## src/sv/pled_pkg.sv

```systemverilog
// Shared types, tail tables and step limits for the PWM LED chaser.
package pled_pkg;

	localparam int DUTY_W = 7;
	localparam int TAIL_LEN = 8;

	localparam logic [3:0] STEPS_RIGHT = 4'd9;
	localparam logic [3:0] STEPS_LEFT = 4'd9;
	localparam logic [3:0] STEPS_CONV = 4'd15;

	localparam logic [7:0] PERIOD_RESET = 8'd100;
	localparam logic [7:0] FRAMES_RESET = 8'd4;

	localparam logic CFG_PERIOD = 1'b0;
	localparam logic CFG_FRAMES = 1'b1;

	typedef logic [DUTY_W-1:0] duty_t;

	typedef enum logic [1:0] {
		PH_RIGHT = 2'd0,
		PH_LEFT  = 2'd1,
		PH_CONV  = 2'd2
	} phase_t;

	typedef enum logic [2:0] {
		OP_HOLD   = 3'd0,
		OP_ROT_R  = 3'd1,
		OP_ROT_L  = 3'd2,
		OP_CONV   = 3'd3,
		OP_LOAD_R = 3'd4,
		OP_LOAD_L = 3'd5,
		OP_LOAD_C = 3'd6
	} strip_op_t;

	localparam duty_t TAIL_LEFT [TAIL_LEN] = '{
		7'd100, 7'd50, 7'd25, 7'd12, 7'd6, 7'd3, 7'd1, 7'd0
	};
	localparam duty_t TAIL_RIGHT [TAIL_LEN] = '{
		7'd0, 7'd1, 7'd3, 7'd6, 7'd12, 7'd25, 7'd50, 7'd100
	};

	// Tail value at strip position pos, tail sitting in the last TAIL_LEN entries.
	function automatic duty_t tail_at(input logic right_tail, input int pos, input int len);
		int k;
		duty_t v;
		k = pos - (len - TAIL_LEN);
		v = '0;
		if (k >= 0 && k < TAIL_LEN) begin
			v = right_tail ? TAIL_RIGHT[k] : TAIL_LEFT[k];
		end
		return v;
	endfunction

endpackage

```

## src/sv/pled_cell.sv

```systemverilog
// One strip cell: holds one duty, left and right entry and shifts with its neighbors.
module pled_cell #(
	parameter logic [6:0] RIGHT_PREV = 7'd0,
	parameter logic [6:0] LEFT_NEXT = 7'd0
) (
	input  logic                clk,
	input  logic                arst_n,
	input  pled_pkg::strip_op_t op,
	input  pled_pkg::duty_t     duty_prev,
	input  pled_pkg::duty_t     duty_next,
	input  pled_pkg::duty_t     left_next,
	input  pled_pkg::duty_t     right_prev,
	output pled_pkg::duty_t     duty,
	output pled_pkg::duty_t     left,
	output pled_pkg::duty_t     right
);

	pled_pkg::duty_t duty_q, left_q, right_q;
	pled_pkg::duty_t duty_d, left_d, right_d;

	always_comb begin
		duty_d = duty_q;
		left_d = left_q;
		right_d = right_q;
		case (op)
			pled_pkg::OP_HOLD: begin
			end
			pled_pkg::OP_ROT_R: duty_d = duty_prev;
			pled_pkg::OP_ROT_L: duty_d = duty_next;
			pled_pkg::OP_CONV: begin
				left_d = left_next;
				right_d = right_prev;
				duty_d = (left_next > right_prev) ? left_next : right_prev;
			end
			pled_pkg::OP_LOAD_R: duty_d = RIGHT_PREV;
			pled_pkg::OP_LOAD_L: duty_d = LEFT_NEXT;
			pled_pkg::OP_LOAD_C: begin
				left_d = LEFT_NEXT;
				right_d = RIGHT_PREV;
				duty_d = (LEFT_NEXT > RIGHT_PREV) ? LEFT_NEXT : RIGHT_PREV;
			end
			default: begin
			end
		endcase
	end

	always_ff @(posedge clk or negedge arst_n) begin
		if (!arst_n) begin
			duty_q <= RIGHT_PREV;
			left_q <= '0;
			right_q <= '0;
		end else begin
			duty_q <= duty_d;
			left_q <= left_d;
			right_q <= right_d;
		end
	end

	assign duty = duty_q;
	assign left = left_q;
	assign right = right_q;

endmodule

```

## src/sv/pled_seq.sv

```systemverilog
// PWM, frame and step counters with the phase sequencer that drives the strip.
module pled_seq (
	input  logic                clk,
	input  logic                arst_n,
	input  logic                advance,
	input  logic [7:0]          pwm_period,
	input  logic [7:0]          frames_per_step,
	output logic [7:0]          pwm_count,
	output pled_pkg::phase_t    phase,
	output logic [3:0]          step,
	output pled_pkg::strip_op_t op
);

	logic [7:0]       pwm_q, frame_q, pwm_d, frame_d;
	logic [3:0]       step_q, step_d, limit;
	pled_pkg::phase_t phase_q, phase_d;
	logic [8:0]       pwm_inc, frame_inc;
	logic [4:0]       step_inc;

	always_comb begin
		pwm_inc = {1'b0, pwm_q} + 9'd1;
		frame_inc = {1'b0, frame_q} + 9'd1;
		step_inc = {1'b0, step_q} + 5'd1;
		pwm_d = pwm_q;
		frame_d = frame_q;
		step_d = step_q;
		phase_d = phase_q;
		op = pled_pkg::OP_HOLD;
		case (phase_q)
			pled_pkg::PH_RIGHT: limit = pled_pkg::STEPS_RIGHT;
			pled_pkg::PH_LEFT:  limit = pled_pkg::STEPS_LEFT;
			default:            limit = pled_pkg::STEPS_CONV;
		endcase
		if (advance) begin
			if (pwm_inc >= {1'b0, pwm_period}) begin
				pwm_d = '0;
				if (frame_inc >= {1'b0, frames_per_step}) begin
					frame_d = '0;
					if (step_inc < {1'b0, limit}) begin
						// advance within the phase
						step_d = step_inc[3:0];
						case (phase_q)
							pled_pkg::PH_RIGHT: op = pled_pkg::OP_ROT_R;
							pled_pkg::PH_LEFT:  op = pled_pkg::OP_ROT_L;
							default:            op = pled_pkg::OP_CONV;
						endcase
					end else begin
						// enter the next phase with its first step applied
						step_d = '0;
						case (phase_q)
							pled_pkg::PH_RIGHT: begin
								phase_d = pled_pkg::PH_LEFT;
								op = pled_pkg::OP_LOAD_L;
							end
							pled_pkg::PH_LEFT: begin
								phase_d = pled_pkg::PH_CONV;
								op = pled_pkg::OP_LOAD_C;
							end
							default: begin
								phase_d = pled_pkg::PH_RIGHT;
								op = pled_pkg::OP_LOAD_R;
							end
						endcase
					end
				end else begin
					frame_d = frame_inc[7:0];
				end
			end else begin
				pwm_d = pwm_inc[7:0];
			end
		end
	end

	always_ff @(posedge clk or negedge arst_n) begin
		if (!arst_n) begin
			pwm_q <= '0;
			frame_q <= '0;
			step_q <= '0;
			phase_q <= pled_pkg::PH_RIGHT;
		end else begin
			pwm_q <= pwm_d;
			frame_q <= frame_d;
			step_q <= step_d;
			phase_q <= phase_d;
		end
	end

	assign pwm_count = pwm_q;
	assign phase = phase_q;
	assign step = step_q;

endmodule

```

## src/sv/pwm_led_chaser_with_tails.sv

```systemverilog
// Top level of the PWM LED chaser: counters, a row of strip cells and the output register.
//
//  channel | signals                                   | direction
//  --------+-------------------------------------------+----------
//  in      | in_valid, in_stall, tick_enable           | beat in
//  out     | out_valid, out_stall, led_port,           | beat out
//          | phase_now, step_now                       |
//  cfg     | cfg_we, cfg_index, cfg_data               | write only
//
// One beat per clock unless stalled: each accepted input beat yields its result in the
// next cycle from the output register, and the counters and the cell row advance in that
// same cycle when tick_enable is set. The single output register sets the latency; the
// input is stalled only while that register holds a result that the output side stalls.
// Reset clears the counters, loads the right tail rotated right once into the cells
// and restores both configuration registers to their defaults.
module pwm_led_chaser_with_tails #(
	parameter int STRIP_LENGTH = 16,
	parameter int LED_COUNT = 8
) (
	input  logic       clk,
	input  logic       arst_n,
	input  logic       in_valid,
	output logic       in_stall,
	input  logic       tick_enable,
	output logic       out_valid,
	input  logic       out_stall,
	output logic [7:0] led_port,
	output logic [1:0] phase_now,
	output logic [3:0] step_now,
	input  logic       cfg_we,
	input  logic       cfg_index,
	input  logic [7:0] cfg_data
);

	localparam int PORT_BITS = 8;

	logic [7:0]          period_q, frames_q;
	logic                in_accept, advance;
	logic [7:0]          pwm_count;
	pled_pkg::phase_t    phase;
	logic [3:0]          step;
	pled_pkg::strip_op_t op;
	logic [PORT_BITS-1:0] port_d;

	pled_pkg::duty_t duty_w [STRIP_LENGTH];
	pled_pkg::duty_t left_w [STRIP_LENGTH];
	pled_pkg::duty_t right_w [STRIP_LENGTH];

	logic             out_valid_q;
	logic [7:0]       led_port_q;
	logic [1:0]       phase_now_q;
	logic [3:0]       step_now_q;

	// Configuration registers; the user must write them only while idle, the block does not enforce it.
	always_ff @(posedge clk or negedge arst_n) begin
		if (!arst_n) begin
			period_q <= pled_pkg::PERIOD_RESET;
			frames_q <= pled_pkg::FRAMES_RESET;
		end else if (cfg_we) begin
			case (cfg_index)
				pled_pkg::CFG_PERIOD: period_q <= cfg_data;
				pled_pkg::CFG_FRAMES: frames_q <= cfg_data;
				default: begin
				end
			endcase
		end
	end

	// Stall input only when the result register is full and held.
	assign in_stall = out_valid_q && out_stall;
	assign in_accept = in_valid && !in_stall;
	assign advance = in_accept && tick_enable;

	pled_seq u_seq (
		.clk             (clk),
		.arst_n          (arst_n),
		.advance         (advance),
		.pwm_period      (period_q),
		.frames_per_step (frames_q),
		.pwm_count       (pwm_count),
		.phase           (phase),
		.step            (step),
		.op              (op)
	);

	// Ring of cells: each sees its left and right neighbor, wrapping at the ends.
	for (genvar i = 0; i < STRIP_LENGTH; i++) begin : g_cell
		localparam int PREV = (i + STRIP_LENGTH - 1) % STRIP_LENGTH;
		localparam int NEXT = (i + 1) % STRIP_LENGTH;
		pled_cell #(
			.RIGHT_PREV (pled_pkg::tail_at(1'b1, PREV, STRIP_LENGTH)),
			.LEFT_NEXT  (pled_pkg::tail_at(1'b0, NEXT, STRIP_LENGTH))
		) u_cell (
			.clk        (clk),
			.arst_n     (arst_n),
			.op         (op),
			.duty_prev  (duty_w[PREV]),
			.duty_next  (duty_w[NEXT]),
			.left_next  (left_w[NEXT]),
			.right_prev (right_w[PREV]),
			.duty       (duty_w[i]),
			.left       (left_w[i]),
			.right      (right_w[i])
		);
	end

	// Port bit set means LED off: count at or above that cell's duty.
	for (genvar j = 0; j < PORT_BITS; j++) begin : g_port
		if (j < LED_COUNT && j < STRIP_LENGTH) begin : g_on
			assign port_d[j] = pwm_count >= {1'b0, duty_w[j]};
		end else begin : g_off
			assign port_d[j] = 1'b0;
		end
	end

	// Capture the pre-tick view on accept; drop valid once taken.
	always_ff @(posedge clk or negedge arst_n) begin
		if (!arst_n) begin
			out_valid_q <= 1'b0;
		end else if (in_accept) begin
			out_valid_q <= 1'b1;
		end else if (!out_stall) begin
			out_valid_q <= 1'b0;
		end
	end

	always_ff @(posedge clk) begin
		if (in_accept) begin
			led_port_q <= port_d;
			phase_now_q <= phase;
			step_now_q <= step;
		end
	end

	assign out_valid = out_valid_q;
	assign led_port = led_port_q;
	assign phase_now = phase_now_q;
	assign step_now = step_now_q;

endmodule

```

## config.mk

```make
export PLATFORM = sky130hd
export DESIGN_NAME = pwm_led_chaser_with_tails
export DESIGN_NICKNAME = d
export VERILOG_FILES = /design/src/sv/pled_pkg.sv /design/src/sv/pled_cell.sv /design/src/sv/pled_seq.sv /design/src/sv/pwm_led_chaser_with_tails.sv
export SDC_FILE = /design/constraint.sdc
export NUM_CORES = 1
export LEC_CHECK = 0
export ABC_AREA = 1
export BUFFER_PORTS_ARGS = -buffer_cell sky130_fd_sc_hd__buf_2
export CAP_MARGIN = 20
export CORE_AREA = 5 5 234 236
export DETAILED_ROUTE_END_ITERATION = 7
export DIE_AREA = 0 0 239 241
export SLEW_MARGIN = 20
export SYNTH_ARGS = -nofsm -noshare
export SYNTH_HDL_FRONTEND = slang
export SYNTH_SLANG_ARGS = --single-unit
```

## constraint.sdc

```tcl
create_clock -name clk -period 3.8 [get_ports clk]
set_input_delay 0.57 -clock clk [delete_from_list [all_inputs] [get_ports clk]]
set_output_delay 0.57 -clock clk [all_outputs]
set_load 0.005 [all_outputs]
```

==> run metrics, run 1 <==
Worst setup EP type flip-flop; Root Driver clkbuf_16; Cell Count, Final, Fillers Out 3407; pwr dens 743 mW/mm²; Setup CP Type reg -> reg; Fin Hold WS 0.0619 ns; Clk pin slew, worst setup/hold paths about 0.060 ns; CP Data Required Time 4.23 ns; Max H-tree Level 2; CTS Buffer Depth 3; Slew Viols, Final 0; Cells after Synth 2667; Routed WL per cell 19.3 µm; worst min-delay path class in -> async; height of the die 241 µm; P_leak 12.9 nW; Final Cell Area 0.0260 mm²; largest net degree at the start of global routing 101; DRT Pass-1 Iters 7; fmax 281 MHz; total power between 0.015 and 0.02 W; Mapped Area 0.0234 mm²; cells along the critical path inv_1 -> nor3_1 -> inv_1 -> nor2_1 -> inv_1 -> nor2_1 -> nand2_1 -> xor2_1 -> ha_1 -> nand4_1 -> nor3_1 -> nand2_1 -> nand3_4 -> nand2_4 -> inv_2 -> nand2_4 -> nor2_8 -> clkinv_8 -> nand2_8 -> buf_16 -> buf_4 -> o22ai_2; Final ANT Viol Nets 0; CP Launch Type flip-flop; critical path's largest stage delay 0.38 ns; Clock Skews 0.0138 ns; first-pass GRT wire length ~110000 µm; CTS Sinks about 400; CTS tree built; Post-Syn Area per Cell 8.76 µm²; Cell Area, Placed approximately 0.024 mm²; Crit path top cell by count inv_1; post-route clock period utilization 0.936; Routed WL around 66000 µm; CTS Buf Count 44; Slew headroom 0.406; Worst Path Arrival 3.98 ns; via density per instance 5.58; fin util 0.498; Post-route DRC 0; Inserted Diodes 0; cts-stage hold buffer count 0; row count 84; initial antenna violation count 0; yosys warns 0; synth top area cells dfrtp_1 38%, o22ai_2 10%, ha_1 10%; PortBufs 30; Die X-Extent 239 µm; # IOs 31; final setup fails 0; Area growth syn-to-layout 11.4%; number of global-route vias before repair 18853; core region area roughly 0.052 mm²; status finished, final reports clean; Skew-Pair Late Insertion Delay 0.57 ns; min cycle time layout between 3 and 4 ns; leading area contributor after synthesis dfrtp_1; die area between 0.05 and 0.06 mm²; Placed Instances roughly 3300; Final GP Congestion 0.918; DR iter-0 viols 1519; Max Cap Viol 0; Detailed Place HPWL roughly 47000 µm; register area share after synthesis 0.421; nets@finish ~2900; Slowest-stage cell, CP dfrtp_1; top cell type's share of synthesized area 0.380; Initial Util 0.447; Via Count 19014; actual slew at the worst max-slew pin 0.891 ns; Synth Register Bits 389; Yosys cell types 40; CP Max Fanout 14; crit path launch u_seq.pwm_count[1]$_DFFE_PN0P_; total congestion overflow 0; synthesized netlist net count approximately 2900; Hold Vio Cnt, Final 0; layout cells sized above 1 0.156; VDD IR max between 300 and 400 µV; worst r2r src u_seq.pwm_count[1]$_DFFE_PN0P_; total track usage 0.227; R2R depth 22
==> where the power goes <==
part	switching [W]	leakage, nW	internal [W]
Sequential	0.000926	4.19	0.00542
Combinational	0.00560	8.01	0.00298
Clock	0.00178	0.737	0.00264
Total	0.00830	12.9	0.0110
==> critical path, delay by kind of cell (launching register included) <==
family / cells / cell delay, ns
flops: 1 / 0.38
xor+xnor: 1 / 0.16
fa+ha+maj: 1 / 0.34
compound gates: 1 / 0.07
buf+inv: 7 / 0.82
simple gates: 12 / 1.60
==> sequential cells by signal, summed over array words and instances, names as in the netlist <==
name and flops:
g_cell.u_cell.left 112, u_seq.pwm_count 8, led_port 8, u_seq.frame_q 8, step_now 4, g_cell.u_cell.duty 112, out_valid 1, phase_now 2
frames_q 8, period_q 8, u_seq.step 4, u_seq.phase 2, g_cell.u_cell.right 112
==> Yosys cell counts <==
cell type and instances:
dfrtp_1 355, a21boi_0 11, clkinv_1 1, xor2_1 9
ha_1 189, nor2_1 79, inv_2 6, nor2_8 1
inv_4 1, a21oi_2 1, inv_1 389, a21oi_1 93
o31ai_1 5, a22o_1 1, nor2_4 4, clkbuf_1 39
o22ai_2 190, buf_4 17, nor3_1 5, buf_2 58
a21o_1 9, nand2_4 5, o21ai_1 19, nand3_1 77
edfxtp_1 14, buf_6 21, nand3_4 2, nand2_2 4
o21a_1 13, o21ai_0 196, nand2_1 619, xnor2_1 2
o22ai_1 5, o211ai_1 16, nand4_1 181, or2_2 1
buf_1 2, dfstp_2 20, nand3_2 2, nor2_2 5
==> cell type report <==
class	count	area, µm²
repair buffers	109	1090
inverters	397	1500
well taps	688	861
clock inverters	14	144
clock buffers	66	1350
fillers	4874	26200
flip-flops and latches	389	9830
multi-input cells	1744	11300
==> cells in the final DEF, fill, tap and decap left out, drive strengths merged <==
| master | n |
|---|---|
| xnor2 | 2 |
| o21ai | 215 |
| clkinvlp | 1 |
| bufinv | 3 |
| nand2 | 628 |
| edfxtp | 14 |
| dfstp | 20 |
| a21o | 9 |
| nand4 | 181 |
| ha | 189 |
| xor2 | 9 |
| clkinv | 13 |
| nor3 | 5 |
| o31ai | 5 |
| inv | 394 |
| a21oi | 94 |
| o21a | 13 |
| dfrtp | 355 |
| o211ai | 16 |
| nor2 | 89 |
| clkbuf | 67 |
| a21boi | 11 |
| or2 | 1 |
| nand3 | 81 |
| o22ai | 195 |
| buf | 108 |
| a22o | 1 |
==> per-layer routing <==
metal,share of wire,GRT usage
met5,0,0
met4,0.028,0.0603
met3,0.053,0.0343
met2,0.47,0.369
met1,0.45,0.319
==> final timing paths <==
| check | to | slack, ns |
|---|---|---|
| setup / recovery | g_cell[7].u_cell.right[1]$_DFFE_PN0P_ | 0.24 |
| hold / removal | g_cell[3].u_cell.left[4]$_DFFE_PN0P_ | 0.06 |
| setup reg to reg | g_cell[7].u_cell.right[1]$_DFFE_PN0P_ | 0.24 |
| hold reg to reg | frames_q[5]$_DFFE_PN0P_ | 0.49 |
| max in group asynchronous | g_cell[13].u_cell.duty[3]$_DFFE_PN1P_ | 2.75 |
| min in group clk | out_valid$_DFFE_PN0P_ | 0.22 |
==> cell families (layout without fill, tap and decap cells) <==
logic type / Yosys count / count (layout) / share of synthesized area
AOI/OAI and AO/OA: 559 / 559 / 0.187
xor gates and xnor gates: 11 / 11 / 0.00412
adders and majority gates: 189 / 189 / 0.101
buffers and inverters: 534 / 586 / 0.0985
DFF: 389 / 389 / 0.421
and+or+nand+nor: 985 / 985 / 0.188
==> stage by stage <==
stage          setup TNS [ns]  setup WS [ns]
6_report                    0          0.244
3_5_place_dp                0          0.204
5_1_grt               -0.0107       -0.00380
2_1_floorplan               0          0.690
3_3_place_gp                0          0.248
4_1_cts                     0          0.175
==> timing repair <==
| action | 4_1_cts | 5_1_grt |
|---|---|---|
| gates resized for setup | 0 | 2 |
| setup endpoints to repair | 0 | 178 |
| buffers inserted | 0 | 7 |
No activity file was read; power rests on OpenSTA's default activity.
==> inputs of run 2 (changes only) <==
- CTS_BUF_LIST: not set -> sky130_fd_sc_hd__clkbuf_16
==> run metrics, run 2 (synthesized netlist as in run 1, its figures left out) <==
status finished, final reports clean; Setup CP Type reg -> reg; CTS Buffer Depth 3 (unchanged); power share of the clock group 0.217 (-0.012); Sw Share 0.435 (+0.00563); most common cell after layout, fill and taps aside nand2_1; area taken by multi-input logic gates 0.0113 mm² (unchanged); pwr dens 736 mW/mm² (-0.97%); Setup TNS 0 ns (unchanged); min cycle time layout 3.58 ns (+0.0237 ns); Placed Instances 3319 (unchanged); total track usage 0.227 (about the same); P_leak 12.9 nW (-0.26%); first-pass GRT wire length 106000 µm (about the same); Final GP Congestion 0.918 (unchanged); internal power 0.0108 W (-2.4%); die area 0.0576 mm² (unchanged); Via Count 19024 (+0.053%); Routed WL per cell 19.3 µm (about the same); Hold Vio Cnt, Final 0 (unchanged); Fin Hold WS 0.0617 ns (-0.000234 ns); Inserted Diodes 0 (unchanged); CP Launch Type flip-flop; PortBufs 30 (unchanged); Skew-Pair Late Insertion Delay 0.57 ns (about the same); height of the die 241 µm (unchanged); Routed WL 65800 µm (about the same); Slew Viols, Final 0 (unchanged); Final ANT Viol Nets 0 (unchanged); register area 0.00983 mm² (unchanged); Worst setup EP type flip-flop; combinational fraction of design power 0.450 (+0.007); Die X-Extent 239 µm (unchanged); Worst Path Arrival 4.01 ns (+0.03 ns); final setup fails 0 (unchanged); total congestion overflow 0 (unchanged); Initial Util 0.447 (unchanged); Clock Skews 0.0117 ns (-0.00215 ns); Post-route DRC 0 (unchanged); largest net degree at the start of global routing 101 (unchanged); worst min-delay path class in -> async; Clk pin slew, worst setup/hold paths 0.06 ns (about the same); number of global-route vias before repair 18845 (-0.042%); post-route clock period utilization 0.942 (+0.00625); core region area 0.0522 mm² (unchanged); CTS Buf Count 44 (unchanged); fin util 0.496 (-0.00223); Detailed Place HPWL 46600 µm (unchanged); Setup Slack @ Placement 0.204 ns (unchanged); layout cells sized above 1 0.151 (-0.00441); CP Max Fanout 14 (unchanged); VDD IR max 329 µV (-1.8%); Slew headroom 0.410 (+0.00363); nets@finish 2889 (unchanged); Area growth syn-to-layout 10.9%; CP Data Required Time 4.23 ns (about the same); most frequent cells in the layout 619 x nand2_1, 397 x inv_1, 355 x dfrtp_1; via density per instance 5.58 (about the same); worst setup margin 0.220 ns (-0.0237 ns); CTS Sinks 389 (unchanged); Max H-tree Level 2 (unchanged); row count 84 (unchanged); Root Driver clkbuf_16; # fillers 4893 (+0.39%); Cell Count, Final, Fillers Out 3407 (unchanged); CTS tree built; fmax 279 MHz (-0.66%); R2R depth 22 (unchanged); sequential power share 0.333 (+0.005); DR iter-0 viols 1459 (-3.9%); initial antenna violation count 0 (unchanged); DRT Pass-1 Iters 5 (-2); # IOs 31 (unchanged); actual slew at the worst max-slew pin 0.885 ns (-0.00545 ns); cts-stage hold buffer count 0 (unchanged); Max Cap Viol 0 (unchanged); P_sw 0.00829 W (-0.12%)
-- run 2: cell types whose count changed in the layout (fill, tap and decap cells not counted) --
cell	delta
clkbuf_8	-12
buf_4	-1
clkbuf_1	-8
clkinv_1	+12
buf_6	+1
inv_1	+8
-- run 2: worst max-delay path, stage by stage (launching register included) --
cell      delay [ns]
dfrtp_1         0.38
inv_1           0.06
nor3_1          0.17
inv_1           0.07
nor2_1          0.12
inv_1           0.07
nor2_1          0.10
nand2_1         0.07
xor2_1          0.16
ha_1            0.34
nand4_1         0.11
nor3_1          0.16
nand2_1         0.12
nand3_4         0.15
nand2_4         0.10
inv_2           0.12
nand2_4         0.14
nor2_8          0.23
clkinv_8        0.11
nand2_8         0.16
buf_16          0.19
buf_4           0.20
o22ai_2         0.07
-- run 2: per-layer routing --
metal	wire length, µm	part of all wire	vias up	GRT usage
met5	0	0	-	0
met4	1780	0.027	0	0.0590
met3	3750	0.057	115	0.0335
met2	31100	0.47	542	0.371
met1	29200	0.44	9330	0.319
li1	-	-	9037	-
-- run 2: final cells by class --
class,count,area share
clock buffers,46,0.0444
clock inverters,34,0.00845
inverters,397,0.0580
multi-input cells,1744,0.435
flip-flops and latches,389,0.379
well taps,688,0.0332
repair buffers,109,0.0420
-- run 2: per-stage QoR --
step	total power (W)	cell area (µm²)
floorplan	0.0123	23400
global placement	0.0147	24500
detailed placement	0.0149	24500
CTS	0.0191	25800
global route	0.0207	25900
finish	0.0191	25900
-- run 2: timing repair --
action | in CTS | in global routing
resized for setup | 0 | 3
setup endpoints to repair | 0 | 178
setup buffers | 0 | 7
-- run 2: power by group through the flow --
stage                     Combinational (W)  Clock (W)  Sequential [W]
after floorplan                     0.00614          0         0.00612
after global placement              0.00831          0         0.00637
after detailed placement            0.00852          0         0.00639
after CTS                           0.00858    0.00424         0.00633
after global routing                0.00979    0.00439         0.00648
final                               0.00858    0.00415         0.00635
-- run 2: path summary, 6_finish.rpt --
check | from | endpoint | slack (ns)
setup / recovery | u_seq.pwm_count[1]$_DFFE_PN0P_ | g_cell[7].u_cell.right[1]$_DFFE_PN0P_ | 0.22
hold reg to reg | frames_q[5]$_DFFE_PN0P_ | frames_q[5]$_DFFE_PN0P_ | 0.49
hold / removal | arst_n | g_cell[3].u_cell.left[4]$_DFFE_PN0P_ | 0.06
min in group clk | in_valid | out_valid$_DFFE_PN0P_ | 0.23
max in group asynchronous | arst_n | g_cell[13].u_cell.duty[2]$_DFFE_PN1P_ | 2.75
setup reg to reg | u_seq.pwm_count[1]$_DFFE_PN0P_ | g_cell[7].u_cell.right[1]$_DFFE_PN0P_ | 0.22
